--- src/rtl/core/sacksb_pkg.sv ---
package sacksb_pkg;

   // Table geometry.
   localparam int MAX_REGIONS = 64;
   localparam int IDX_W = $clog2(MAX_REGIONS);
   localparam int CNT_W = $clog2(MAX_REGIONS + 1);
   localparam int SEQ_W = 32;
   localparam int LIMIT_W = 8;
   localparam logic [LIMIT_W-1:0] SACK_LIMIT_RESET = 8'd3;

   // Command codes of the input word.
   typedef enum logic [3:0] {
      OP_INIT,
      OP_DISCARD,
      OP_ENQUEUE,
      OP_SET_SACKED,
      OP_CHECK,
      OP_HI_SACKED,
      OP_HI_RESENT,
      OP_RUN,
      OP_SACKED_TOTAL,
      OP_SACKED_FROM,
      OP_SACK_COUNT,
      OP_CLR_SACKED,
      OP_CLR_RESENT
   } opcode_type;

   // Status codes of the result word.
   typedef enum logic [1:0] {
      ST_OK,
      ST_FULL,
      ST_RANGE
   } status_type;

   // Sequencer states.
   typedef enum logic [2:0] {
      S_IDLE,
      S_SETUP,
      S_PROC,
      S_EMIT,
      S_TAIL,
      S_APPEND
   } state_type;

   // One region of sent sequence space.
   typedef struct packed {
      logic [SEQ_W-1:0] seq_lo;
      logic [SEQ_W-1:0] seq_hi;
      logic             sacked;
      logic             resent;
   } region_type;

   localparam int ENTRY_W = $bits(region_type);

   // Memory requests from the sequencer to the two table banks.
   typedef struct packed {
      logic             we;
      logic             wbank;
      logic [IDX_W-1:0] waddr;
      region_type       wdata;
      logic             rbank;
      logic [IDX_W-1:0] raddr;
   } mem_req_type;

   // Region splitter request and answer.
   typedef struct packed {
      opcode_type       op;
      region_type       seg;
      logic [SEQ_W-1:0] win_lo;
      logic [SEQ_W-1:0] cut_a;
      logic [SEQ_W-1:0] cut_b;
      logic [SEQ_W-1:0] off_a;
      logic [SEQ_W-1:0] off_b;
   } cut_req_type;

   typedef struct packed {
      region_type piece;
      logic       keep;
      logic       done;
   } cut_rsp_type;

endpackage

--- src/rtl/core/sacksb_cut.sv ---
module sacksb_cut (
   input  sacksb_pkg::cut_req_type req,
   output sacksb_pkg::cut_rsp_type rsp
);
   import sacksb_pkg::*;

   logic [SEQ_W-1:0] off_lo;
   logic [SEQ_W-1:0] off_hi;
   logic [SEQ_W-1:0] off_end;
   logic             splits;
   logic             a_in;
   logic             b_in;
   logic             covered;

   // Cut off a region's front piece at its first inner cut; mark, clear or drop it.
   always_comb begin
      off_lo = req.seg.seq_lo - req.win_lo;
      off_hi = req.seg.seq_hi - req.win_lo;
      splits = (req.op == OP_DISCARD) || (req.op == OP_ENQUEUE) ||
               (req.op == OP_SET_SACKED);
      a_in = splits && (off_lo < req.off_a) && (req.off_a < off_hi);
      b_in = splits && (off_lo < req.off_b) && (req.off_b < off_hi);
      rsp.piece = req.seg;
      rsp.keep = 1'b1;
      rsp.done = 1'b0;
      if (a_in) begin
         rsp.piece.seq_hi = req.cut_a;
         off_end = req.off_a;
      end else if (b_in) begin
         rsp.piece.seq_hi = req.cut_b;
         off_end = req.off_b;
      end else begin
         rsp.done = 1'b1;
         off_end = off_hi;
      end
      covered = (off_lo >= req.off_a) && (off_end <= req.off_b);
      case (req.op)
         OP_DISCARD: begin
            rsp.keep = off_end > req.off_a;
         end
         OP_ENQUEUE: begin
            if (covered) begin
               rsp.piece.resent = 1'b1;
            end
         end
         OP_SET_SACKED: begin
            if (covered) begin
               rsp.piece.sacked = 1'b1;
            end
         end
         OP_CLR_SACKED: begin
            rsp.piece.sacked = 1'b0;
         end
         OP_CLR_RESENT: begin
            rsp.piece.resent = 1'b0;
         end
         default: begin
         end
      endcase
   end

endmodule

--- config.mk ---
export PLATFORM = sky130hd
export DESIGN_NAME = sacksb_cut
export DESIGN_NICKNAME = d
export VERILOG_FILES = /design/src/rtl/core/sacksb_pkg.sv /design/src/rtl/core/sacksb_cut.sv
export SDC_FILE = /design/constraint.sdc
export NUM_CORES = 1
export LEC_CHECK = 0
export ABC_CLOCK_PERIOD_IN_PS = 8900
export BUFFER_PORTS_ARGS = -buffer_cell sky130_fd_sc_hd__buf_2
export CAP_MARGIN = 20
export CORE_MARGIN = 5
export CORE_UTILIZATION = 55
export DETAILED_ROUTE_END_ITERATION = 10
export GPL_ROUTABILITY_DRIVEN = 1
export GPL_TIMING_DRIVEN = 0
export PLACE_DENSITY = 0.86
export SYNTH_ARGS = -nofsm -noshare
export SYNTH_HDL_FRONTEND = slang
export SYNTH_SLANG_ARGS = --single-unit
--- constraint.sdc ---
create_clock -name vclk -period 8.9
set_clock_uncertainty 0.15 [all_clocks]
set_input_delay 0.89 -clock vclk [all_inputs]
set_output_delay 0.89 -clock vclk [all_outputs]
set_load 0.005 [all_outputs]
==> Yosys cells after proc, flatten, opt, wreduce, memory -nomap -nowiden <==
Index checks and enable logic that the tools add are counted.
{ "word_totals": {"register_bits": 0, "in_bits": 230, "out_inout_bits": 68, "elab_cells": 32} }
{ "classes": {"add_sub_neg": 2, "n_lt_le_gt_ge": 7, "eq_ne": 5, "mux": 11, "n_reduce_logical": 7} }
{ "ops": {"columns": ["cell", "count"], "rows": [
  ["$lt A32 B32 Y1", 4],
  ["$mux W32", 4],
  ["$sub A32 B32 Y32", 2],
  ["$ge A32 B32 Y1", 1],
  ["$gt A32 B32 Y1", 1],
  ["$le A32 B32 Y1", 1],
  ["$eq A4 B2 Y1 const B", 2],
  ["$eq A4 B4 Y1 const B", 2],
  ["$logic_and A1 B1 Y1", 5],
  ["$mux W1", 5],
  ["$eq A4 B1 Y1 const B", 1],
  ["$pmux W1 S2", 2],
  ["$logic_or A1 B1 Y1", 2]
]} }

==> Logic depth before layout (Yosys ltp) <==
{ "logic_depth": {"word_depth": 11, "depth_mapped": 34, "mapped_depth_nobuf": 32} }

==> Worst setup path after synthesis <==
Ideal clock, no wire load.
{ "synth_path": {"path_kind": "in2out", "startpoint": "input req[129] (netlist name)", "endpoint": "output rsp[2] (netlist name)", "t_arrival_ns": 6.963, "t_required_ns": 7.860, "setup_slack_ns": 0.897, "path_stages": 31, "n_path_buf": 2, "cell_sequence": "inv_1 -> ha_1 -> nor2b_1 -> o31a_1 -> o211ai_1 -> a21oi_1 -> a211o_1 -> a311o_1 -> a21o_1 -> a21oi_1 -> xnor2_1 -> ha_1 -> a21oi_1 -> o21a_1 -> a2bb2oi_1 -> nand4_1 -> or4_4 -> or3_1 -> buf_6 -> buf_8 -> o211ai_2 -> a21boi_2 -> ha_1 -> a21o_1 -> a21o_1 -> a21oi_1 -> nor2_1 -> a2111oi_0 -> o21ai_0 -> o31ai_1 -> a41o_1"} }
{ "synth_lines": {"columns": ["element", "line_no", "rtl"], "rows": [
  ["from (decl)", "sacksb_cut.sv:2", "input sacksb_pkg::cut_req_type req,"],
  ["to (decl)", "sacksb_cut.sv:3", "output sacksb_pkg::cut_rsp_type rsp"]
]} }

==> results_dict.tcl <==
set metrics [dict create \
    hold_buffers 0 \
    final.period_utilization_pct 102 \
    final_nets 2094 \
    track_usage_pct 32.0 \
    cap_violations 0 \
    netlist_instances 1260 \
    port-buffer-count 298 \
    areaGrowthSynthToFinish_pct 30.0 \
    ys_types 66 \
    routed_wl_mm 35.2 \
    regArea_um2 0 \
    grt_max_degree 11 \
    critPathLaunchType "primary input" \
    finalPower_w 0.00129 \
    synth_most_common_cell "ha_1" \
    stdcell_count 1832 \
    die_area_um2 19400 \
    grt_pass1_wl_mm 52.4 \
    crit_fanout 5 \
    first_pass_iters 6 \
    ys_top_cells_by_area "ha_1 34%, a21oi_1 6.4%, a21o_1 5.0%, nand2_1 4.7%, o21ai_0 4.4%" \
    netlist_top_cells_count "251 x ha_1, 118 x a21oi_1, 115 x nand2_1, 105 x inv_1, 81 x o21ai_0" \
    cp_slowest_cell "or4_4" \
    antenna_found_initial 4 \
    grt_pass1_vias 10700 \
    synth_top_area_share_pct 34.1 \
    dieWidth_um 139 \
    cp_slowest_stage_delay_ps 630 \
    max_freq_mhz 110 \
    cp.arrival_ps 8030 \
    place_inst 1778 \
    num_rows 47 \
    vias 11300 \
    max_slew_margin_pct 59.1 \
    place_ws_ps -1240 \
    post_drt_wl_per_cell_um 19.2 \
    vias_per_cell 6.15 \
    crit_type "primary input to output pin" \
    hp-class "primary input to output pin" \
    rsz0062_at_grt "true" \
    yosys.area.top_type "ha_1" \
    crit_required_ps 7860 \
    vdd_drop_max_mv 0.0427 \
    setup_viol 2 \
    dp_hpwl_mm 28.5 \
    fillCellCount 1309 \
    multi_input_area_um2 8860 \
    drt_iter0_drc 1024 \
    leakage_nw 6.22 \
    route.detailed.drc 0 \
    outcome "complete, but fails checks" \
    synth_nets 1743 \
    seq_cell_count 0 \
    worstSetupEndpointType "output pin" \
    n_clock_buffer 0 \
    power_density_nw_per_um2 108 \
    drive_gt1_share_pct 32.3 \
    ys_seq_area_share_pct 0 \
    violations "negative setup slack" \
    netlist_area_um2 9210 \
    drv_slew 0 \
    tightest_slew_ps 614 \
    globalplace.congestion 0.956 \
    overflow 0 \
    syn_avg_cell_area_um2 7.31 \
    hold_viol 0 \
    fin_crit_ps 9070 \
    core_um2 16500 \
    setup_ws_ps -173 \
    ys_warn_count 0 \
    drtAntennaViolNets 0 \
    fp.dieH_um 139 \
    io_pins 298 \
    start_util_pct 55.7 \
]
[where the power goes]
part           switching [W]     internal (W)
sequential                 0                0
clock                      0  0.0000000000451
combinational       0.000719         0.000575
total               0.000719         0.000575
[area by class of cell]
cell class / count / share of cell area [%]
well taps: 220 / 2.30
inverters: 105 / 3.38
diodes: 3 / 0.0627
repair buffers: 350 / 16.1
plain buffers: 63 / 4.14
multi-input cells: 1091 / 74.0
[worst paths after layout]
path,start,end,slack (ps),cells after the start
setup / recovery,req[129],rsp[3],-170,36
hold / removal,req[198],rsp[40],1900,3
[through the flow]
stage	area, µm²	utilization (%)	setup TNS [ps]	hold WS (ps)
final	12000	72.5	-330	1900
after global routing	12000	72.5	-645	1910
after CTS	11300	68.1	0	1900
after detailed placement	11000	66.4	-3130	1900
after global placement	11000	66.4	-2860	1890
after floorplan	9210	-	0	1710
[layout by cell type (no fill, tap or decap), drive strengths merged, types with 5 or more instances in the layout]
cell / netlist / routed
nand3: 33 / 33
o21ai: 97 / 97
a21boi: 19 / 19
a21o: 61 / 61
and4: 5 / 5
nor3: 20 / 20
a21oi: 120 / 120
xnor2: 33 / 33
nor4: 9 / 9
o21a: 12 / 12
ha: 251 / 251
nand2b: 9 / 9
nor2: 64 / 64
a31oi: 8 / 8
xor2: 27 / 27
nor2b: 15 / 15
mux2i: 34 / 34
clkbuf: 16 / 14
nand4: 38 / 38
buf: 48 / 399
o211ai: 40 / 40
inv: 105 / 105
and3: 7 / 7
nand2: 115 / 115
a211oi: 12 / 12
[critical path: cells and delay by family]
| kind | cells | cell delay, ps |
|---|---|---|
| simple gates | 6 | 1470 |
| buf+inv | 7 | 860 |
| compound gates | 19 | 3810 |
| xor+xnor | 1 | 170 |
| fa+ha+maj | 3 | 840 |
[cells by family after synthesis]
kind of cell	synth area share, %
compound gates	29.8
xor+xnor	5.71
fa+ha+maj	34.5
buf+inv	8.72
mux	3.94
simple gates	17.3
[per-layer routing]
metal	up-vias	global-route usage [%]	share of wire, %	routed length [µm]
met2	663	55.5	47	16500
met5	-	0	0.020	7
met4	2	8.55	3.9	1380
met3	138	4.01	9.9	3500
li1	5353	-	-	-
met1	5114	41.7	39	13800
[what timing repair did]
item                       in CTS  in global routing
pin swaps                      26                 72
setup endpoints to repair       3                  3
resized for setup              56                 98
buffers inserted               11                 41
No activity file was read; power rests on OpenSTA's default activity.
