File: config.mk
export PLATFORM = sky130hd
export DESIGN_NAME = sacksb_ram
export DESIGN_NICKNAME = d
export VERILOG_FILES = /design/src/rtl/core/sacksb_ram.sv
export SDC_FILE = /design/constraint.sdc
export NUM_CORES = 1
export LEC_CHECK = 0
export ABC_AREA = 1
export BUFFER_PORTS_ARGS = -buffer_cell sky130_fd_sc_hd__buf_2
export CORE_UTILIZATION = 45
export DETAILED_ROUTE_END_ITERATION = 7
export PLACE_DENSITY = 0.7
export SYNTH_ARGS = -nofsm -noshare
export SYNTH_HDL_FRONTEND = slang
export SYNTH_SLANG_ARGS = --single-unit
File: constraint.sdc
create_clock -name clock -period 3.76 [get_ports clock]
set_clock_uncertainty 0.1 [all_clocks]
set_input_delay 0.94 -clock clock [delete_from_list [all_inputs] [get_ports clock]]
set_output_delay 0.94 -clock clock [all_outputs]
set_load 0.005 [all_outputs]
File: src/rtl/core/sacksb_ram.sv
module sacksb_ram #(
   parameter int WIDTH = 8,
   parameter int DEPTH = 16
) (
   input  logic                     clock,
   input  logic                     wr_en,
   input  logic [$clog2(DEPTH)-1:0] wr_addr,
   input  logic [WIDTH-1:0]         wr_data,
   input  logic [$clog2(DEPTH)-1:0] rd_addr,
   output logic [WIDTH-1:0]         rd_data
);

   logic [WIDTH-1:0] mem [DEPTH];
   logic [WIDTH-1:0] rd_data_ff;

   // Write port and registered read port.
   always_ff @(posedge clock) begin
      if (wr_en) begin
         mem[wr_addr] <= wr_data;
      end
      rd_data_ff <= mem[rd_addr];
   end

   assign rd_data = rd_data_ff;

endmodule

# Yosys cells after proc, flatten, opt, wreduce, memory -nomap -nowiden
# Memory sizes are Yosys's and may differ from the RTL's. A register that Yosys moved wholly into a read port is not among the register bits.
# Index checks and enable logic that the tools add are counted.
[totals]
reg_bits = 0
ram_bits = 128
output_inout_bits = 8
word_cells = 3
memories = 1
[classes]
n_mux = 2
[memory_table]
columns = ["name", "words", "word_bits", "rd", "rd_clocked_by_memory_dff", "write_ports", "line_no", "rtl"]
rows = [
  ["mem", 16, 8, 1, 1, 1, "13", "logic [WIDTH-1:0] mem [DEPTH];"],
]
[op_table]
columns = ["cell", "n"]
rows = [
  ["$mux W1", 2],
]

# Depth between registers and ports, before layout
# Gate-level depths: netlist of the first run.
[depth]
word_depth = 2
mapped_depth = 8

# Least setup slack after synthesis of the first run
# No wires, ideal clock.
[synth_path]
path_kind = "input port to flip-flop"
from = "input port wr_addr[2]"
to = "memory mem[10][0], enable pin"
arrival_time_ps = 1521
t_required_ps = 3290
setup_slack_ps = 1769
cell_stages = 2
path_buffers = 0
path_cell_list = "nand3b_1 -> nor2_1"
[synth_rtl]
columns = ["item", "line_no", "rtl"]
rows = [
  ["from (decl)", "7", "input logic [$clog2(DEPTH)-1:0] wr_addr,"],
  ["to (decl)", "13", ""],
]
# Straight into the memory's write port.

==> results of run 1 <==
[critical path, delay by kind of cell]
family / cells / cell delay, ns
buf+inv: 2 / 0.93
simple gates: 4 / 0.53
[per-layer routing]
layer / share of wire, % / vias up / track usage (%) / wire [um]
met1: 43 / 1800 / 28.2 / 5480
met2: 48 / 161 / 31.3 / 6020
met4: 1.6 / 0 / 9.09 / 200
met5: 0 / - / 0 / 0
li1: - / 1819 / - / -
met3: 7.1 / 13 / 5.22 / 896
[sequential cells by signal, summed over array words and instances, names as in the netlist]
signal,flops
mem,128
rd_data,8
[through the flow]
stage | cell area [um2] | hold WS, ns
floorplan | 5770 | 0.507
global placement | 5960 | 0.532
detailed placement | 5960 | 0.535
CTS | 6600 | 0.563
global route | 6600 | 0.634
finish | 6600 | 0.563
[worst max path at each step]
| stage | startpoint | to | slack [ns] | depth (start not counted) |
|---|---|---|---|---|
| after floorplan | wr_addr[2] | mem[10][0]$_DFFE_PP_ | 1.77 | 2 |
| after global placement | rd_addr[1] | rd_data[2]$_DFF_P_ | 1.13 | 6 |
| after detailed placement | rd_addr[1] | rd_data[2]$_DFF_P_ | 1.10 | 6 |
| after CTS | rd_addr[1] | rd_data[2]$_DFF_P_ | 1.55 | 6 |
| after global routing | rd_addr[1] | rd_data[2]$_DFF_P_ | 1.42 | 6 |
| final | rd_addr[1] | rd_data[7]$_DFF_P_ | 1.53 | 6 |
[cell families after synthesis]
kind of cell	Yosys count	share of synthesized area, %
buffers and inverters	126	9.52
AND/OR/NAND/NOR	289	21.0
flip-flops	136	69.4
[cell type report]
type                            count  area share, %
Sequential cell                   136           60.6
Inverter                          102           5.80
Clock buffer                       17           6.44
Multi-Input combinational cell    289           18.4
Clock inverter                     15           3.24
Tap cell                          168           3.18
Timing Repair Buffer               27           2.31
[where the power goes]
part	internal [mW]	switching, mW
combinational	0.0545	0.141
sequential	1.69	0.0106
clock	1.13	0.665
[layout by cell type (no fill, tap or decap), types with 3 or more instances in the layout]
cell type   instances
dfxtp_1             8
clkinvlp_4          3
inv_1             100
buf_2              25
edfxtp_1          128
nand3_1            97
inv_6               5
nand2_1           173
clkbuf_16          17
nor2_1             17
bufinv_16           4
==> reports/qor.txt, run 1 <==
Reg-to-Reg Start: mem[1][6]$_DFFE_PP_
via count: 3793
flop2flop setup slack: 2.61 ns
Worst Hold End: rd_data[4]$_DFF_P_
DRT Wirelength: 12.6 mm
CTS tree: built
Util after Layout: 53.8%
Fmax: 0.449 GHz
global-route wire length before repair: 19.5 mm
Die ar.: 0.0133 mm2
initial antenna violation count: 0
post-CTS setup repair buffer count: 0
unrepaired setup endpoints after global routing: no
post-route clock period utilization: 59.3%
Ports: 26
# fillers: 1018
Antenna diodes: 0
placed insts: 722
drt first pass iters: 5
status: finished clean
Synth Flop Type: edfxtp_1
critical path's most frequent cell: nand3_1
Final nets: 591
worst min path class: flip-flop to flip-flop
Antenna Nets Post-Route: 0
WHS Path Cells: 6
Pwr Density: 559 mW/mm2
count leader, synth: nand2_1
core footprint: 0.0123 mm2
largest cells by area after synthesis: edfxtp_1, nand2_1, nand3_1
Slew @ Worst Pin: 0.943 ns
post-detail-place hpwl: 7.59 mm
setup slack after layout: 1.53 ns
Final setup viols: 0
Post-synth EDFFs: 128
CP required: 3.97 ns
Final Hold Fails: 0
Die Ht: 115 um
clk buf depth: 2
Total GRT Usage: 20.6%
clock sinks: 136
post-DR wirelength/cell: 16.7 um
Remaining DRCs: 0
crit path max-delay cell type: buf_2
worst skew pair latency: 0.41 ns
multi-input logic area: 0.00121 mm2
most frequent cells after synthesis: nand2_1, edfxtp_1, inv_1
worst reg-to-reg path cell count: 6
Setup TNS Final: 0 ns
final std cells w/o fill: 754
synth warn: 0
library cells used by synthesis: 12
Post-CTS Hold Fix Bufs: 0
syn_area_per_cell: 10.5 um2
Peak VDD IR: 312 uV
Resize count post-CTS: 0
Reg area: 0.00400 mm2
Setup crit end kind: flip-flop
grt ovf: 0
cell leakage power: 2.83 nW
number of global-route vias before repair: 3570
cell taking the most area after synthesis: edfxtp_1
WP data arrival: 2.43 ns
number of DRC markers in iteration 0: 301
post-place setup slack: 1.10 ns
register area share after synthesis: 69.4%
CP max FO: 33
max incr delay on CP: 0.50 ns
root buf cell: clkbuf_16
Mapped Area: 0.00577 mm2
reg2reg end: rd_data[6]$_DFF_P_
layout cells sized above 1: 10.4%
startpoint types: input port
Slew HR: 36.9%
largest net degree at the start of global routing: 65
Synth-to-Final Area Change: 14.5%
Die W: 115 um
Port Buffer Count: 25
CP cell instances: buf_2 -> inv_2 -> nand3_1 -> nand3_1 -> nand3_1 -> nand2_1
post-layout min period: 2.23 ns
Pwr Total: 3.69 mW
Starting Density: 47.0%
Yosys reg bits: 136
Async S/R FF share, synth: 0%
CP Class: input port to flip-flop
Row Count: 40
gpl congestion: 0.931
Max-Cap Viols: 0
top-area cell type share of the netlist area: 66.7%
Final Max Tran Viols: 0
H-Tree Level Count: 4
beginning of the worst hold path: mem[15][4]$_DFFE_PP_
clock transition at the registers of the reported paths: 0.06 ns
Post-Syn Nets: 569
Via density: 5.03
CTS Buf Count: 17
cell count after synthesis: 551
No activity file was read; power rests on OpenSTA's default activity.
==> run 2: changes to the inputs <==
==> constraint.sdc (replaced) <==
create_clock -name clock -period 2.2 [get_ports clock]
set_clock_uncertainty 0.1 [all_clocks]
set_input_delay 0.55 -clock clock [delete_from_list [all_inputs] [get_ports clock]]
set_output_delay 0.55 -clock clock [all_outputs]
set_load 0.005 [all_outputs]
==> run 2 against run 1 <==
  * Hold slack got worse by 0.15 ns
  * Clock power rose by 50%
  * Largest cell class unchanged
  * Die area stayed put
  * Sequential share of layout area shrank 0.63 points
  * Wire length rose by 1.7%
  * Final area is 1.0% higher
  * Global-route usage grew 1.0 points
==> reports/qor.txt, run 2 (synthesized netlist as in run 1, its figures left out) <==
status: finished clean
cell leakage power: 2.90 nW
CTS tree: built
Row Count: 40
post-place setup slack: 0.370 ns
CP max FO: 1
Slew @ Worst Pin: 0.610 ns
number of DRC markers in iteration 0: 380
most common cell after layout, fill and taps aside: nand2_1
Final setup viols: 0
Peak VDD IR: 596 uV
Post-CTS Hold Fix Bufs: 0
max incr delay on CP: 0.35 ns
clk buf depth: 2
Synth-to-Final Area Change: 15.7%
CP required: 1.55 ns
unrepaired setup endpoints after global routing: no
Antenna diodes: 0
Final nets: 610
WP data arrival: 0.89 ns
startpoint types: flip-flop
Starting Density: 47.0%
initial antenna violation count: 0
Remaining DRCs: 0
drt first pass iters: 7
worst skew pair latency: 0.42 ns
Ports: 26
Via density: 5.11
via count: 3947
Port Buffer Count: 25
post-detail-place hpwl: 7.92 mm
Die Ht: 115 um
Total GRT Usage: 21.7%
Final Hold Fails: 0
worst min path class: input port to flip-flop
global-route wire length before repair: 20.4 mm
post-route clock period utilization: 70.0%
most frequent cells in the layout: nand2_1, edfxtp_1, inv_1
Resize count post-CTS: 0
DRT Wirelength: 12.8 mm
Die ar.: 0.0133 mm2
CP Class: flip-flop to output port
grt ovf: 0
CTS Buf Count: 17
Worst Path Buf+Inv: 1
post-layout min period: 1.54 ns
Fmax: 0.650 GHz
gpl congestion: 0.800
Max-Cap Viols: 0
max reg flops: 128
setup slack after layout: 0.661 ns
H-Tree Level Count: 4
layout cells sized above 1: 12.6%
Setup crit end kind: output port
CP cell instances: buf_2
root buf cell: clkbuf_16
# fillers: 1053
Biggest register: mem
Top delay family on crit path: flip-flops
Antenna Nets Post-Route: 0
clock sinks: 136
Pwr Density: 891 mW/mm2
Slew HR: 59.3%
clock transition at the registers of the reported paths: 0.05 ns
Final Max Tran Viols: 0
Util after Layout: 54.4%
worst hold margin: 0.408 ns
post-DR wirelength/cell: 16.6 um
largest net degree at the start of global routing: 65
Die W: 115 um
Setup TNS Final: 0 ns
post-CTS setup repair buffer count: 0
number of global-route vias before repair: 3844
crit path max-delay cell type: dfxtp_1
core footprint: 0.0123 mm2
==> run 2: cell count changes in the layout (fill, tap and decap cells not counted), moves of 2 or more <==
| cell | change |
|---|---|
| clkbuf_1 | +3 |
| buf_4 | +19 |
| bufinv_16 | -2 |
| clkinv_4 | +4 |
| inv_6 | -5 |
| inv_8 | -2 |
| clkinv_2 | +2 |
==> run 2: path summary, 6_finish.rpt <==
check	startpoint	to	slack [ns]	cells after the start
max reg2reg	mem[0][7]$_DFFE_PP_	rd_data[7]$_DFF_P_	1.01	6
min reg2reg	mem[10][6]$_DFFE_PP_	rd_data[6]$_DFF_P_	0.59	6
min	rd_addr[3]	rd_data[7]$_DFF_P_	0.41	3
max	rd_data[0]$_DFF_P_	rd_data[0]	0.66	1
==> run 2: metal layers <==
layer / global-route usage [%] / wire length, um / vias to the layer above / part of all wire (%)
li1: - / - / 1852 / -
met1: 28.5 / 5350 / 1889 / 42
met2: 34.1 / 6110 / 180 / 48
met3: 5.48 / 991 / 26 / 7.7
met4: 9.70 / 346 / 0 / 2.7
met5: 0 / 0 / - / 0
==> run 2: power breakdown <==
| part | internal (mW) | leakage (nW) | total [mW] | switching (mW) |
|---|---|---|---|---|
| sequential | 2.90 | 1.22 | 2.91 | 0.0172 |
| clock | 1.66 | 0.271 | 2.68 | 1.02 |
| combinational | 0.103 | 1.41 | 0.348 | 0.246 |
| total | 4.66 | 2.90 | 5.94 | 1.28 |
==> run 2: through the flow <==
stage	std cells	power, mW	cell area [um2]
after floorplan	551	3.17	5770
after global placement	741	3.30	6110
after detailed placement	741	3.31	6110
after CTS	773	5.97	6670
after global routing	773	6.12	6670
final	773	5.94	6670
==> run 2: cell type report <==
type	instances	area (um2)	share of cell area, %
well taps	168	210	3.15
flip-flops and latches	136	4000	60.0
clock buffers	20	437	6.55
multi-input cells	289	1210	18.2
inverters	102	383	5.74
repair buffers	46	295	4.43
clock inverters	12	129	1.93
