File: src/rtl/core/sacksb_pkg.sv
package sacksb_pkg;

   // Table geometry.
   localparam int MAX_REGIONS = 64;
   localparam int IDX_W = $clog2(MAX_REGIONS);
   localparam int CNT_W = $clog2(MAX_REGIONS + 1);
   localparam int SEQ_W = 32;
   localparam int LIMIT_W = 8;
   localparam logic [LIMIT_W-1:0] SACK_LIMIT_RESET = 8'd3;

   // Command codes of the input word.
   typedef enum logic [3:0] {
      OP_INIT,
      OP_DISCARD,
      OP_ENQUEUE,
      OP_SET_SACKED,
      OP_CHECK,
      OP_HI_SACKED,
      OP_HI_RESENT,
      OP_RUN,
      OP_SACKED_TOTAL,
      OP_SACKED_FROM,
      OP_SACK_COUNT,
      OP_CLR_SACKED,
      OP_CLR_RESENT
   } opcode_type;

   // Status codes of the result word.
   typedef enum logic [1:0] {
      ST_OK,
      ST_FULL,
      ST_RANGE
   } status_type;

   // Sequencer states.
   typedef enum logic [2:0] {
      S_IDLE,
      S_SETUP,
      S_PROC,
      S_EMIT,
      S_TAIL,
      S_APPEND
   } state_type;

   // One region of sent sequence space.
   typedef struct packed {
      logic [SEQ_W-1:0] seq_lo;
      logic [SEQ_W-1:0] seq_hi;
      logic             sacked;
      logic             resent;
   } region_type;

   localparam int ENTRY_W = $bits(region_type);

   // Memory requests from the sequencer to the two table banks.
   typedef struct packed {
      logic             we;
      logic             wbank;
      logic [IDX_W-1:0] waddr;
      region_type       wdata;
      logic             rbank;
      logic [IDX_W-1:0] raddr;
   } mem_req_type;

   // Region splitter request and answer.
   typedef struct packed {
      opcode_type       op;
      region_type       seg;
      logic [SEQ_W-1:0] win_lo;
      logic [SEQ_W-1:0] cut_a;
      logic [SEQ_W-1:0] cut_b;
      logic [SEQ_W-1:0] off_a;
      logic [SEQ_W-1:0] off_b;
   } cut_req_type;

   typedef struct packed {
      region_type piece;
      logic       keep;
      logic       done;
   } cut_rsp_type;

endpackage

File: src/rtl/core/sacksb_seq.sv
module sacksb_seq (
   input  logic                                 clock,
   input  logic                                 reset,
   input  logic                                 start,
   output logic                                 busy,
   input  logic [3:0]                           req_opcode,
   input  logic [sacksb_pkg::SEQ_W-1:0]         req_from_seq,
   input  logic [sacksb_pkg::SEQ_W-1:0]         req_to_seq,
   output logic                                 rsp_valid,
   output logic [1:0]                           rsp_status,
   output logic [sacksb_pkg::SEQ_W-1:0]         rsp_value,
   output logic                                 rsp_block_sacked,
   output logic                                 rsp_block_rexmitted,
   output logic [sacksb_pkg::LIMIT_W-1:0]       rsp_sack_count,
   input  logic                                 csr_wr_en,
   input  logic [sacksb_pkg::LIMIT_W-1:0]       csr_wr_data,
   output sacksb_pkg::mem_req_type              mem_req,
   input  sacksb_pkg::region_type               rd_entry,
   output sacksb_pkg::cut_req_type              cut_req,
   input  sacksb_pkg::cut_rsp_type              cut_rsp
);
   import sacksb_pkg::*;

   // Control registers.
   state_type          state_ff, state_in;
   logic [CNT_W-1:0]   count_ff, count_in;
   logic [SEQ_W-1:0]   ws_ff, ws_in;
   logic [SEQ_W-1:0]   wstop_ff, wstop_in;
   logic               bank_ff, bank_in;
   logic [LIMIT_W-1:0] limit_ff;
   logic               rsp_valid_ff, rsp_valid_in;

   // Per-command working registers.
   opcode_type         op_ff;
   logic [SEQ_W-1:0]   from_ff, to_ff;
   logic [SEQ_W-1:0]   cut_a_ff, cut_a_in, cut_b_ff, cut_b_in;
   logic [SEQ_W-1:0]   off_a_ff, off_a_in, off_b_ff, off_b_in;
   logic [IDX_W-1:0]   idx_ff, idx_in;
   logic [CNT_W-1:0]   wr_idx_ff, wr_idx_in;
   region_type         seg_ff, seg_in;
   logic [SEQ_W-1:0]   acc_ff, acc_in;
   logic [LIMIT_W-1:0] sc_ff, sc_in;
   logic               prev_ff, prev_in;

   // Result registers.
   logic [1:0]         status_ff;
   logic [SEQ_W-1:0]   value_ff;
   logic               bs_ff, br_ff;
   logic [LIMIT_W-1:0] scnt_ff;

   // Finish request from the next-state logic.
   logic               fin;
   status_type         fin_status;
   logic [SEQ_W-1:0]   fin_value;
   logic               fin_bs, fin_br;
   logic [LIMIT_W-1:0] fin_sc;

   logic [SEQ_W-1:0]   off_f, off_t, off_stop, off_fe, from_eff;
   logic [SEQ_W-1:0]   off_lo, off_hi, base;
   logic               in_win, is_last, past_f, tail_need;
   logic [LIMIT_W-1:0] sc_next;

   assign busy = (state_ff != S_IDLE);

   // Splitter request.
   always_comb begin
      cut_req.op = op_ff;
      cut_req.seg = seg_ff;
      cut_req.win_lo = ws_ff;
      cut_req.cut_a = cut_a_ff;
      cut_req.cut_b = cut_b_ff;
      cut_req.off_a = off_a_ff;
      cut_req.off_b = off_b_ff;
   end

   // Next state, memory requests and results.
   always_comb begin
      state_in = state_ff;
      count_in = count_ff;
      ws_in = ws_ff;
      wstop_in = wstop_ff;
      bank_in = bank_ff;
      cut_a_in = cut_a_ff;
      cut_b_in = cut_b_ff;
      off_a_in = off_a_ff;
      off_b_in = off_b_ff;
      idx_in = idx_ff;
      wr_idx_in = wr_idx_ff;
      seg_in = seg_ff;
      acc_in = acc_ff;
      sc_in = sc_ff;
      prev_in = prev_ff;
      fin = 1'b0;
      fin_status = ST_OK;
      fin_value = '0;
      fin_bs = 1'b0;
      fin_br = 1'b0;
      fin_sc = '0;
      mem_req.we = 1'b0;
      mem_req.wbank = ~bank_ff;
      mem_req.waddr = wr_idx_ff[IDX_W-1:0];
      mem_req.wdata = cut_rsp.piece;
      mem_req.rbank = bank_ff;
      mem_req.raddr = idx_ff;

      off_f = from_ff - ws_ff;
      off_t = to_ff - ws_ff;
      off_stop = wstop_ff - ws_ff;
      in_win = off_f <= off_stop;
      from_eff = off_f[SEQ_W-1] ? ws_ff : from_ff;
      off_fe = off_f[SEQ_W-1] ? '0 : off_f;
      off_lo = rd_entry.seq_lo - ws_ff;
      off_hi = rd_entry.seq_hi - ws_ff;
      past_f = off_hi > off_a_ff;
      base = (off_lo >= off_a_ff) ? rd_entry.seq_lo : from_ff;
      is_last = (CNT_W'(idx_ff) + CNT_W'(1)) == count_ff;
      sc_next = sc_ff + LIMIT_W'(rd_entry.sacked & ~prev_ff);
      tail_need = (op_ff == OP_ENQUEUE) && (off_b_ff > off_stop);

      case (state_ff)
         S_IDLE: begin
            if (start) begin
               state_in = S_SETUP;
            end
         end

         // Range checks, cut points and the first read.
         S_SETUP: begin
            idx_in = '0;
            wr_idx_in = '0;
            mem_req.raddr = '0;
            acc_in = ((op_ff == OP_HI_SACKED) || (op_ff == OP_HI_RESENT)) ? ws_ff : '0;
            sc_in = '0;
            prev_in = 1'b0;
            cut_a_in = from_ff;
            cut_b_in = to_ff;
            off_a_in = off_f;
            off_b_in = off_t;
            state_in = S_PROC;
            case (op_ff)
               OP_INIT: begin
                  ws_in = from_ff;
                  wstop_in = from_ff;
                  count_in = '0;
                  fin = 1'b1;
               end
               OP_DISCARD: begin
                  cut_b_in = from_ff;
                  off_b_in = off_f;
                  if (!in_win) begin
                     fin = 1'b1;
                     fin_status = ST_RANGE;
                  end else if (count_ff == '0) begin
                     ws_in = from_ff;
                     fin = 1'b1;
                  end
               end
               OP_ENQUEUE: begin
                  if (!in_win || !(from_ff - to_ff >= 32'h8000_0000)) begin
                     fin = 1'b1;
                     fin_status = ST_RANGE;
                  end else if (count_ff == '0) begin
                     // First region of an empty table.
                     mem_req.we = 1'b1;
                     mem_req.wbank = bank_ff;
                     mem_req.waddr = '0;
                     mem_req.wdata = '{seq_lo: from_ff, seq_hi: to_ff,
                                       sacked: 1'b0, resent: 1'b0};
                     count_in = CNT_W'(1);
                     ws_in = from_ff;
                     wstop_in = to_ff;
                     fin = 1'b1;
                  end else if (from_ff == wstop_ff) begin
                     idx_in = IDX_W'(count_ff - CNT_W'(1));
                     mem_req.raddr = IDX_W'(count_ff - CNT_W'(1));
                     state_in = S_APPEND;
                  end
               end
               OP_SET_SACKED: begin
                  cut_a_in = from_eff;
                  off_a_in = off_fe;
                  if ((count_ff == '0) || (off_fe >= off_t) || (off_t > off_stop)) begin
                     fin = 1'b1;
                     fin_status = ST_RANGE;
                  end
               end
               OP_CHECK: begin
                  if ((count_ff == '0) || (off_f >= off_stop)) begin
                     fin = 1'b1;
                     fin_status = ST_RANGE;
                  end
               end
               OP_HI_SACKED, OP_HI_RESENT, OP_SACKED_TOTAL, OP_CLR_SACKED,
               OP_CLR_RESENT: begin
                  if (count_ff == '0) begin
                     fin = 1'b1;
                     fin_value = acc_in;
                  end
               end
               OP_RUN, OP_SACK_COUNT: begin
                  if (!in_win) begin
                     fin = 1'b1;
                     fin_status = ST_RANGE;
                  end else if ((count_ff == '0) || (from_ff == wstop_ff)) begin
                     fin = 1'b1;
                  end
               end
               OP_SACKED_FROM: begin
                  if (!in_win) begin
                     fin = 1'b1;
                     fin_status = ST_RANGE;
                  end else if (count_ff == '0) begin
                     fin = 1'b1;
                  end
               end
               default: begin
                  fin = 1'b1;
               end
            endcase
         end

         // One table entry arrives from the active bank.
         S_PROC: begin
            seg_in = rd_entry;
            case (op_ff)
               OP_DISCARD, OP_ENQUEUE, OP_SET_SACKED, OP_CLR_SACKED, OP_CLR_RESENT: begin
                  state_in = S_EMIT;
               end
               OP_CHECK: begin
                  if (past_f || is_last) begin
                     fin = 1'b1;
                     fin_value = rd_entry.seq_hi - from_ff;
                     fin_bs = rd_entry.sacked;
                     fin_br = rd_entry.resent;
                  end
               end
               OP_HI_SACKED: begin
                  if (rd_entry.sacked) begin
                     acc_in = rd_entry.seq_hi;
                  end
               end
               OP_HI_RESENT: begin
                  if (rd_entry.resent) begin
                     acc_in = rd_entry.seq_hi;
                  end
               end
               OP_RUN: begin
                  if (past_f) begin
                     if (rd_entry.sacked || rd_entry.resent) begin
                        acc_in = acc_ff + (rd_entry.seq_hi - base);
                     end else begin
                        fin = 1'b1;
                        fin_value = acc_ff;
                     end
                  end
               end
               OP_SACKED_TOTAL: begin
                  if (rd_entry.sacked) begin
                     acc_in = acc_ff + (rd_entry.seq_hi - rd_entry.seq_lo);
                  end
               end
               OP_SACKED_FROM: begin
                  if (rd_entry.sacked && past_f) begin
                     acc_in = acc_ff + (rd_entry.seq_hi - base);
                  end
               end
               OP_SACK_COUNT: begin
                  if (past_f) begin
                     sc_in = sc_next;
                     prev_in = rd_entry.sacked;
                     if (sc_next >= limit_ff) begin
                        fin = 1'b1;
                        fin_value = SEQ_W'(sc_next);
                        fin_sc = sc_next;
                     end
                  end
               end
               default: begin
                  fin = 1'b1;
               end
            endcase
            // Scans move on to the next entry, one per cycle.
            if ((state_in == S_PROC) && !fin) begin
               if (is_last) begin
                  fin = 1'b1;
                  fin_value = (op_ff == OP_SACK_COUNT) ? SEQ_W'(sc_in) : acc_in;
                  fin_sc = (op_ff == OP_SACK_COUNT) ? sc_in : '0;
               end else begin
                  idx_in = idx_ff + IDX_W'(1);
                  mem_req.raddr = idx_ff + IDX_W'(1);
               end
            end
         end

         // Pieces of one region go into the other bank, one per cycle.
         S_EMIT: begin
            if (cut_rsp.keep && (wr_idx_ff == CNT_W'(MAX_REGIONS))) begin
               fin = 1'b1;
               fin_status = ST_FULL;
            end else begin
               mem_req.we = cut_rsp.keep;
               if (cut_rsp.keep) begin
                  wr_idx_in = wr_idx_ff + CNT_W'(1);
               end
               if (!cut_rsp.done) begin
                  seg_in.seq_lo = cut_rsp.piece.seq_hi;
               end else if (is_last) begin
                  state_in = S_TAIL;
               end else begin
                  idx_in = idx_ff + IDX_W'(1);
                  mem_req.raddr = idx_ff + IDX_W'(1);
                  state_in = S_PROC;
               end
            end
         end

         // New data past the window, then the banks swap.
         S_TAIL: begin
            if (tail_need && (wr_idx_ff == CNT_W'(MAX_REGIONS))) begin
               fin = 1'b1;
               fin_status = ST_FULL;
            end else begin
               mem_req.we = tail_need;
               mem_req.wdata = '{seq_lo: wstop_ff, seq_hi: to_ff,
                                 sacked: 1'b0, resent: 1'b0};
               if (tail_need) begin
                  wstop_in = to_ff;
               end
               count_in = wr_idx_ff + CNT_W'(tail_need);
               bank_in = ~bank_ff;
               if (op_ff == OP_DISCARD) begin
                  ws_in = from_ff;
               end
               fin = 1'b1;
            end
         end

         // Append at the window end: extend the last region or add one.
         S_APPEND: begin
            mem_req.wbank = bank_ff;
            mem_req.wdata = '{seq_lo: from_ff, seq_hi: to_ff,
                              sacked: 1'b0, resent: 1'b0};
            if (!rd_entry.sacked && !rd_entry.resent && (rd_entry.seq_hi == from_ff)) begin
               mem_req.we = 1'b1;
               mem_req.waddr = idx_ff;
               mem_req.wdata = rd_entry;
               mem_req.wdata.seq_hi = to_ff;
               wstop_in = to_ff;
               fin = 1'b1;
            end else if (count_ff == CNT_W'(MAX_REGIONS)) begin
               fin = 1'b1;
               fin_status = ST_FULL;
            end else begin
               mem_req.we = 1'b1;
               mem_req.waddr = IDX_W'(count_ff);
               count_in = count_ff + CNT_W'(1);
               wstop_in = to_ff;
               fin = 1'b1;
            end
         end

         default: begin
            state_in = S_IDLE;
         end
      endcase

      if (fin) begin
         state_in = S_IDLE;
      end
      rsp_valid_in = fin;
   end

   // Control state.
   always_ff @(posedge clock) begin
      if (reset) begin
         state_ff <= S_IDLE;
         count_ff <= '0;
         ws_ff <= '0;
         wstop_ff <= '0;
         bank_ff <= 1'b0;
         limit_ff <= SACK_LIMIT_RESET;
         rsp_valid_ff <= 1'b0;
      end else begin
         state_ff <= state_in;
         count_ff <= count_in;
         ws_ff <= ws_in;
         wstop_ff <= wstop_in;
         bank_ff <= bank_in;
         rsp_valid_ff <= rsp_valid_in;
         if (csr_wr_en) begin
            limit_ff <= csr_wr_data;
         end
      end
   end

   // Working and result registers.
   always_ff @(posedge clock) begin
      if (start && !busy) begin
         op_ff <= opcode_type'(req_opcode);
         from_ff <= req_from_seq;
         to_ff <= req_to_seq;
      end
      cut_a_ff <= cut_a_in;
      cut_b_ff <= cut_b_in;
      off_a_ff <= off_a_in;
      off_b_ff <= off_b_in;
      idx_ff <= idx_in;
      wr_idx_ff <= wr_idx_in;
      seg_ff <= seg_in;
      acc_ff <= acc_in;
      sc_ff <= sc_in;
      prev_ff <= prev_in;
      if (fin) begin
         status_ff <= fin_status;
         value_ff <= fin_value;
         bs_ff <= fin_bs;
         br_ff <= fin_br;
         scnt_ff <= fin_sc;
      end
   end

   assign rsp_valid = rsp_valid_ff;
   assign rsp_status = status_ff;
   assign rsp_value = value_ff;
   assign rsp_block_sacked = bs_ff;
   assign rsp_block_rexmitted = br_ff;
   assign rsp_sack_count = scnt_ff;

   // The rebuild never writes into the bank it is reading.
   assert property (@(posedge clock) disable iff (reset)
      (state_ff == S_EMIT) && mem_req.we |-> mem_req.wbank != bank_ff)
      else $error("rebuild wrote into the active bank");

   // The table never holds more than its capacity.
   assert property (@(posedge clock) disable iff (reset)
      count_ff <= CNT_W'(MAX_REGIONS))
      else $error("region count above capacity");

   // A result comes only from a command in flight and clears the busy flag.
   assert property (@(posedge clock) disable iff (reset)
      rsp_valid_in |-> busy)
      else $error("result without a command in flight");

   // Each command gives a single result cycle.
   assert property (@(posedge clock) disable iff (reset)
      rsp_valid_ff |=> !rsp_valid_ff)
      else $error("result strobe held for two cycles");

   // An accepted command makes the block busy.
   assert property (@(posedge clock) disable iff (reset)
      start && !busy |=> busy)
      else $error("accepted command did not start");

endmodule

File: config.mk
export PLATFORM = sky130hd
export DESIGN_NAME = sacksb_seq
export DESIGN_NICKNAME = d
export VERILOG_FILES = /design/src/rtl/core/sacksb_pkg.sv /design/src/rtl/core/sacksb_seq.sv
export SDC_FILE = /design/constraint.sdc
export NUM_CORES = 2
export LEC_CHECK = 0
export BUFFER_PORTS_ARGS = -buffer_cell sky130_fd_sc_hd__clkbuf_2
export CORE_AREA = 4 4 280 282
export DETAILED_ROUTE_END_ITERATION = 7
export DIE_AREA = 0 0 284 286
export PLACE_DENSITY = 0.87
export SYNTH_ARGS = -nofsm -noshare
export SYNTH_HDL_FRONTEND = slang
export SYNTH_SLANG_ARGS = --single-unit
File: constraint.sdc
create_clock -name clock -period 9.1 [get_ports clock]
set_clock_uncertainty 0.2 [all_clocks]
set_input_delay 0.455 -clock clock [delete_from_list [all_inputs] [get_ports clock]]
set_output_delay 0.455 -clock clock [all_outputs]
set_load 0.005 [all_outputs]
* Yosys cells after proc, flatten, opt, wreduce, memory -nomap -nowiden
Cells that the tools add are included.
** Word-level totals
- Flip-flop bits (word level) :: 444
- Bits of input ports :: 214
- Output and inout port bits :: 357
- Logic and storage cells :: 280
** Operators by class
- $add $sub $neg :: 18
- $lt $le $gt $ge :: 9
- Equal/unequal tests :: 41
- Mux-type cells :: 131
- Bitwise gates (word level) :: 5
- Reduce and logical (&&, ||, !) cells :: 48
** Operators by type and width (number)
- 32-bit two-way mux :: 34
- 32-bit one-hot mux with 2 select lines :: 5
- 32-bit one-hot mux with 3 select lines :: 3
- 32-bit subtractor :: 9
- 74-bit two-way mux :: 3
- 66-bit one-hot mux with 3 select lines :: 1
- 32-bit one-hot mux with 5 select lines :: 1
- 66-bit two-way mux :: 2
- 32-bit > comparator :: 3
- 8-bit two-way mux :: 10
- 32-bit adder :: 2
- 32-bit equality test :: 2
- 32-bit greater-or-equal comparator :: 2
- 6-bit two-way mux :: 10
- 7-bit two-way mux :: 7
- 7-bit one-hot mux with 2 select lines :: 3
- 31-bit by 32-bit greater-or-equal comparator with 1-bit output :: 1
- 32-bit greater-or-equal comparator, second input constant :: 1
- 32-bit less-or-equal comparator :: 1
- 31-bit two-way mux :: 1
- 3-bit two-way mux :: 10
- 1-bit two-way mux :: 26
- 2-bit != test, second input constant :: 12
- 7-bit one-hot mux with 3 select lines :: 1
- other kinds (47) :: 102

* Logic depth before layout (Yosys ltp)
- Word-level depth :: 13
- Depth in mapped cells :: 41
- Mapped depth without buffers :: 40

* Least setup slack after synthesis
OpenSTA, ideal clock, no wires.
- Path type :: reg2reg
- From :: register ws_ff[1]
- To :: register br_ff (netlist: rsp_block_rexmitted) (enable)
- Library setup time :: 0.516 ns
- Arrival :: 8.174 ns
- Required time :: 8.384 ns
- Slack :: 0.210 ns
- Cell stages (with the launch flop) :: 25
- Buffers on the path :: 2
- Clock period less this slack :: 8.890 ns
- Cells stage by stage :: dfxtp_1 > inv_1 > ha_1 > nor2b_1 > o31a_1 > o221a_2 > o41ai_2 > o211ai_1 > a21oi_1 > o21ai_1 > a21oi_1 > xnor2_1 > clkbuf_1 > clkbuf_1 > nor2_1 > ha_1 > nand4_1 > nor3_1 > o21ai_0 > nand3_1 > a41o_1 > o211ai_1 > o31ai_1 > and3b_1 > o21ai_0
** Between the ends
- Longest elaborated chain between the ends :: 10
- Elaborated cells between the ends (all ways) :: 32
- Those cells by class :: add/sub: 4; order compare: 5; mux: 15; reduce/logical: 8
** RTL lines
- start, declared :: line sacksb_seq.sv:27 : logic [SEQ_W-1:0] ws_ff, ws_in;
- start signal, assigned :: line sacksb_seq.sv:386 : ws_ff <= ws_in;
- 32-bit subtractor :: line sacksb_seq.sv:113 : off_hi = rd_entry.seq_hi - ws_ff;
- 32-bit > comparator :: line sacksb_seq.sv:114 : past_f = off_hi > off_a_ff;
- 1-bit logical OR :: line sacksb_seq.sv:230 : if (past_f || is_last) begin
- 1-bit two-way mux :: line sacksb_seq.sv:230
- 1-bit one-hot mux with 4 select lines :: line sacksb_seq.sv:225 : case (op_ff)
- 1-bit two-way mux :: line sacksb_seq.sv:120 : case (state_ff)
- 1-bit logical NOT :: line sacksb_seq.sv:283 : if ((state_in == S_PROC) && !fin) begin
- 1-bit logical AND :: line sacksb_seq.sv:283
- 1-bit two-way mux :: line sacksb_seq.sv:283
- 1-bit one-hot mux with 4 select lines (*) :: line sacksb_seq.sv:120
- named net fin :: line sacksb_seq.sv:52 : logic fin;
- end signal, assigned :: line sacksb_seq.sv:417 : br_ff <= fin_br;
- end, declared :: line sacksb_seq.sv:48 : logic bs_ff, br_ff;
The timed path passes the listed nets; every way through them passes the cells marked *. The select of a mux whose other input is x is not followed.
A chain may end at the register's enable or synchronous reset.

==> impl_metrics.csv <==
group,metric,value,unit
outcome,outcome,"complete, but fails checks",
outcome,violations,"DRC",
floorplan,dieArea,81200,um2
setup_path,crit_required,8.45,ns
sta,layout_setup_ws,0.101,ns
synthesis,synth_nets,5474,
setup_path,end_kind,"primary output",
synthesis,synth_most_common_cell,"ha_1",
cells_and_area,fin_cells,6458,
setup_path,worstPathMaxFanout,12,
clock_tree,ctsLongestPathBuffers,3,
sta,worst_pin_slew,1.23,ns
cells_and_area,n_antenna_cell,0,
detailed_routing,avgViaCountPerCell,6.53,
floorplan,rows,101,
global_routing,antenna_found_initial,5,
floorplan,fp.dieW,284,um
synthesis,synth_common_cells,"ha_1 (488), nand2_1 (433), nor2_1 (423), inv_1 (411), a21oi_1 (376)",
min_path,hold_end,"cut_req[169]",
detailed_routing,vias,42200,
sta,holdWs,0.0316,ns
setup_path,rr_startpoint,"ws_ff[5]",
place,numPortBuffers,570,
sta,clock.fmax,111,MHz
synthesis,synth_warnings,0,
synthesis,yosysUniqueCellTypes,93,
setup_path,reg2reg_slack,0.47,ns
floorplan,start_util,53.9,%
sta,setup_viol,0,
synthesis,avgSynthCellArea,8.67,um2
synthesis,synthCells,4704,
synthesis,synth_edf_count,354,
power,p_per_area,433,nW/um2
place,dp_cells,6238,
cells_and_area,fin_area,48700,um2
place,pre_cts_slack,-0.184,ns
global_routing,grt-ovfl-total,0,
detailed_routing,avgRoutedWirePerCell,26.3,um
sta,hold_violations,0,
sta,finalMaxSlewViolations,0,
floorplan,coreArea,75700,um2
global_routing,track_usage,40.0,%
cells_and_area,syn_to_final_growth,19.3,%
clock_tree,cts_sinks,444,
sta,maxSlewHeadroom,16.9,%
setup_path,cp-start-kind,"flop",
clock_tree,cts_root_buf,"clkbuf_16",
min_path,hold_class,"in -> reg",
clock_tree,cts_tree,"done",
detailed_routing,dr.pass1.iters,8,
synthesis,synth_top_area_share,26.1,%
synthesis,yosys.area.top_type,"edfxtp_1",
power,vdd_drop_max,265,uV
global_routing,first_global_vias,40200,
clock_tree,htreeDepth,2,
cells_and_area,fin_util,64.3,%
setup_path,r2r_cells,41,
setup_path,max_stage_delay,0.67,ns
cells_and_area,fillers,6178,
cells_and_area,nets,6208,
clock_tree,clk_latency,0.63,ns
clock_tree,clk_pin_slew,0.06,ns
setup_path,slowest_stage,"a21oi_4",
floorplan,io_pins,571,
synthesis,synthFlopType,"edfxtp_1",
place,place_area,45600,um2
floorplan,fp.dieH,286,um
clock_tree,cts_buffers,52,
min_path,hp-start,"rd_entry[9]",
place,place_congestion,1.08,
power,leakage,21.6,nW
setup_path,cp_common_cell,"a21oi_1",
detailed_routing,wl,170,mm
synthesis,synthArstFlopShare,0,%
job,maxCapViolCount,0,
place,hpwl,132,mm
global_routing,grt_max_degree,83,
sta,timing.final.crit_period,9.00,ns
synthesis,yosys-top-cells-area,"edfxtp_1 (26%), ha_1 (15%), a21oi_1 (4.6%)",
setup_path,critical_path_class,"reg -> out",
detailed_routing,drtIter0Drc,5765,
detailed_routing,drc,3,
synthesis,synth-seq-area-share,30.5,%
synthesis,ys_seq_elements,444,
synthesis,syn-cell-area,40800,um2
global_routing,grt_pass1_wl,248,mm
detailed_routing,ant_nets,0,
setup_path,r2r-end,"rsp_value[28]",
sta,fin_crit_sh,98.9,%
setup_path,cp.arrival,8.34,ns
cells_and_area,drive_gt1_share,17.0,%
min_path,hold_depth,1,
-- sequential cells by signal, indices dropped and copies added (netlist names), 8 cells and up --
register	count
acc_ff	32
sc_ff	8
cut_req	66
cut_a_ff	32
rsp_value	32
off_a_ff	32
rsp_sack_count	8
to_ff	32
ws_ff	32
limit_ff	8
cut_b_ff	32
wstop_ff	32
from_ff	32
off_b_ff	32
-- per-layer routing --
layer	vias to the layer above	GRT usage (%)	routed length, um
li1	18600	-	-
met1	19700	51.6	62100
met2	3141	61.6	72300
met3	669	9.59	23300
met4	0	22.9	12400
met5	-	0	0
-- power by group --
part / leakage [nW] / switching (mW) / internal, mW / total [mW]
Sequential: 4.06 / 0.681 / 3.17 / 3.85
Clock: 0.852 / 0.927 / 1.28 / 2.21
Combinational: 16.7 / 9.15 / 5.88 / 15.0
-- kinds of logic (layout without fill, tap and decap cells) --
kind of cell / Yosys count / in the layout / share of synthesized area [%]
adder cells (fa/ha/maj): 557 / 557 / 18.3
AO/OA/AOI/OAI: 1370 / 1371 / 21.8
flip-flops: 444 / 444 / 30.5
XOR/XNOR: 299 / 299 / 6.42
AND/OR/NAND/NOR: 1362 / 1362 / 15.3
buffers and inverters: 586 / 1361 / 5.47
multiplexers: 86 / 86 / 2.21
-- area by class of cell --
type / count / area (um2) / area share (%)
tap: 978 / 1220 / 2.51
multi-input combinational: 3675 / 26400 / 54.2
clock buffer: 59 / 1340 / 2.75
sequential: 444 / 12400 / 25.6
inverter: 412 / 1550 / 3.19
timing repair buffer: 853 / 5330 / 10.9
clock inverter: 37 / 410 / 0.843
-- worst max-delay path, delay by kind of cell (launching register included) --
family	cells	cell delay [ns]
and+or+nand+nor	10	1.89
xor gates and xnor gates	1	0.41
adders and majority gates	2	0.72
buffers and inverters	4	0.86
AOI/OAI and AO/OA	11	3.37
DFF	1	0.41
-- cell usage in the layout (no fill, tap or decap), types with 68 or more instances in the layout --
cell type      instances
xor2_1               136
a21oi_1              374
clkbuf_2             569
a21o_1               146
nand3_1              112
dlygate4sd3_1        117
o21ai_0              334
nand2_1              432
fa_1                  68
inv_1                410
a211oi_1              68
dfxtp_1               87
xnor2_1              161
ha_1                 488
nor2_1               417
buf_4                160
edfxtp_1             354
-- per-stage QoR --
| stage | power [mW] | TNS, ns |
|---|---|---|
| detailed placement | 18.2 | -0.520 |
| floorplan | 13.4 | 0 |
| global placement | 17.9 | -0.0659 |
| finish | 21.1 | 0 |
| CTS | 20.5 | 0 |
| global route | 22.6 | -0.0292 |
-- timing repair --
item,CTS,global route
hold buffers,117,0
cloned,0,1
gates resized for setup,5,21
endpoints found under the setup margin,7,94
pin swaps,0,5
endpoints found under the hold margin,117,0
setup buffers,0,6
-- worst max path at each step --
stage	cells past startpoint	endpoint	startpoint
global route	41	rsp_value[28]	ws_ff[5]
CTS	34	rsp_value[26]	ws_ff[1]
floorplan	24	rsp_block_rexmitted	ws_ff[1]
global placement	36	rsp_value[26]	rd_entry[34]
finish	28	mem_req[48]	ws_ff[1]
detailed placement	38	rsp_value[26]	rd_entry[34]
(Power assumes the default switching activity.)
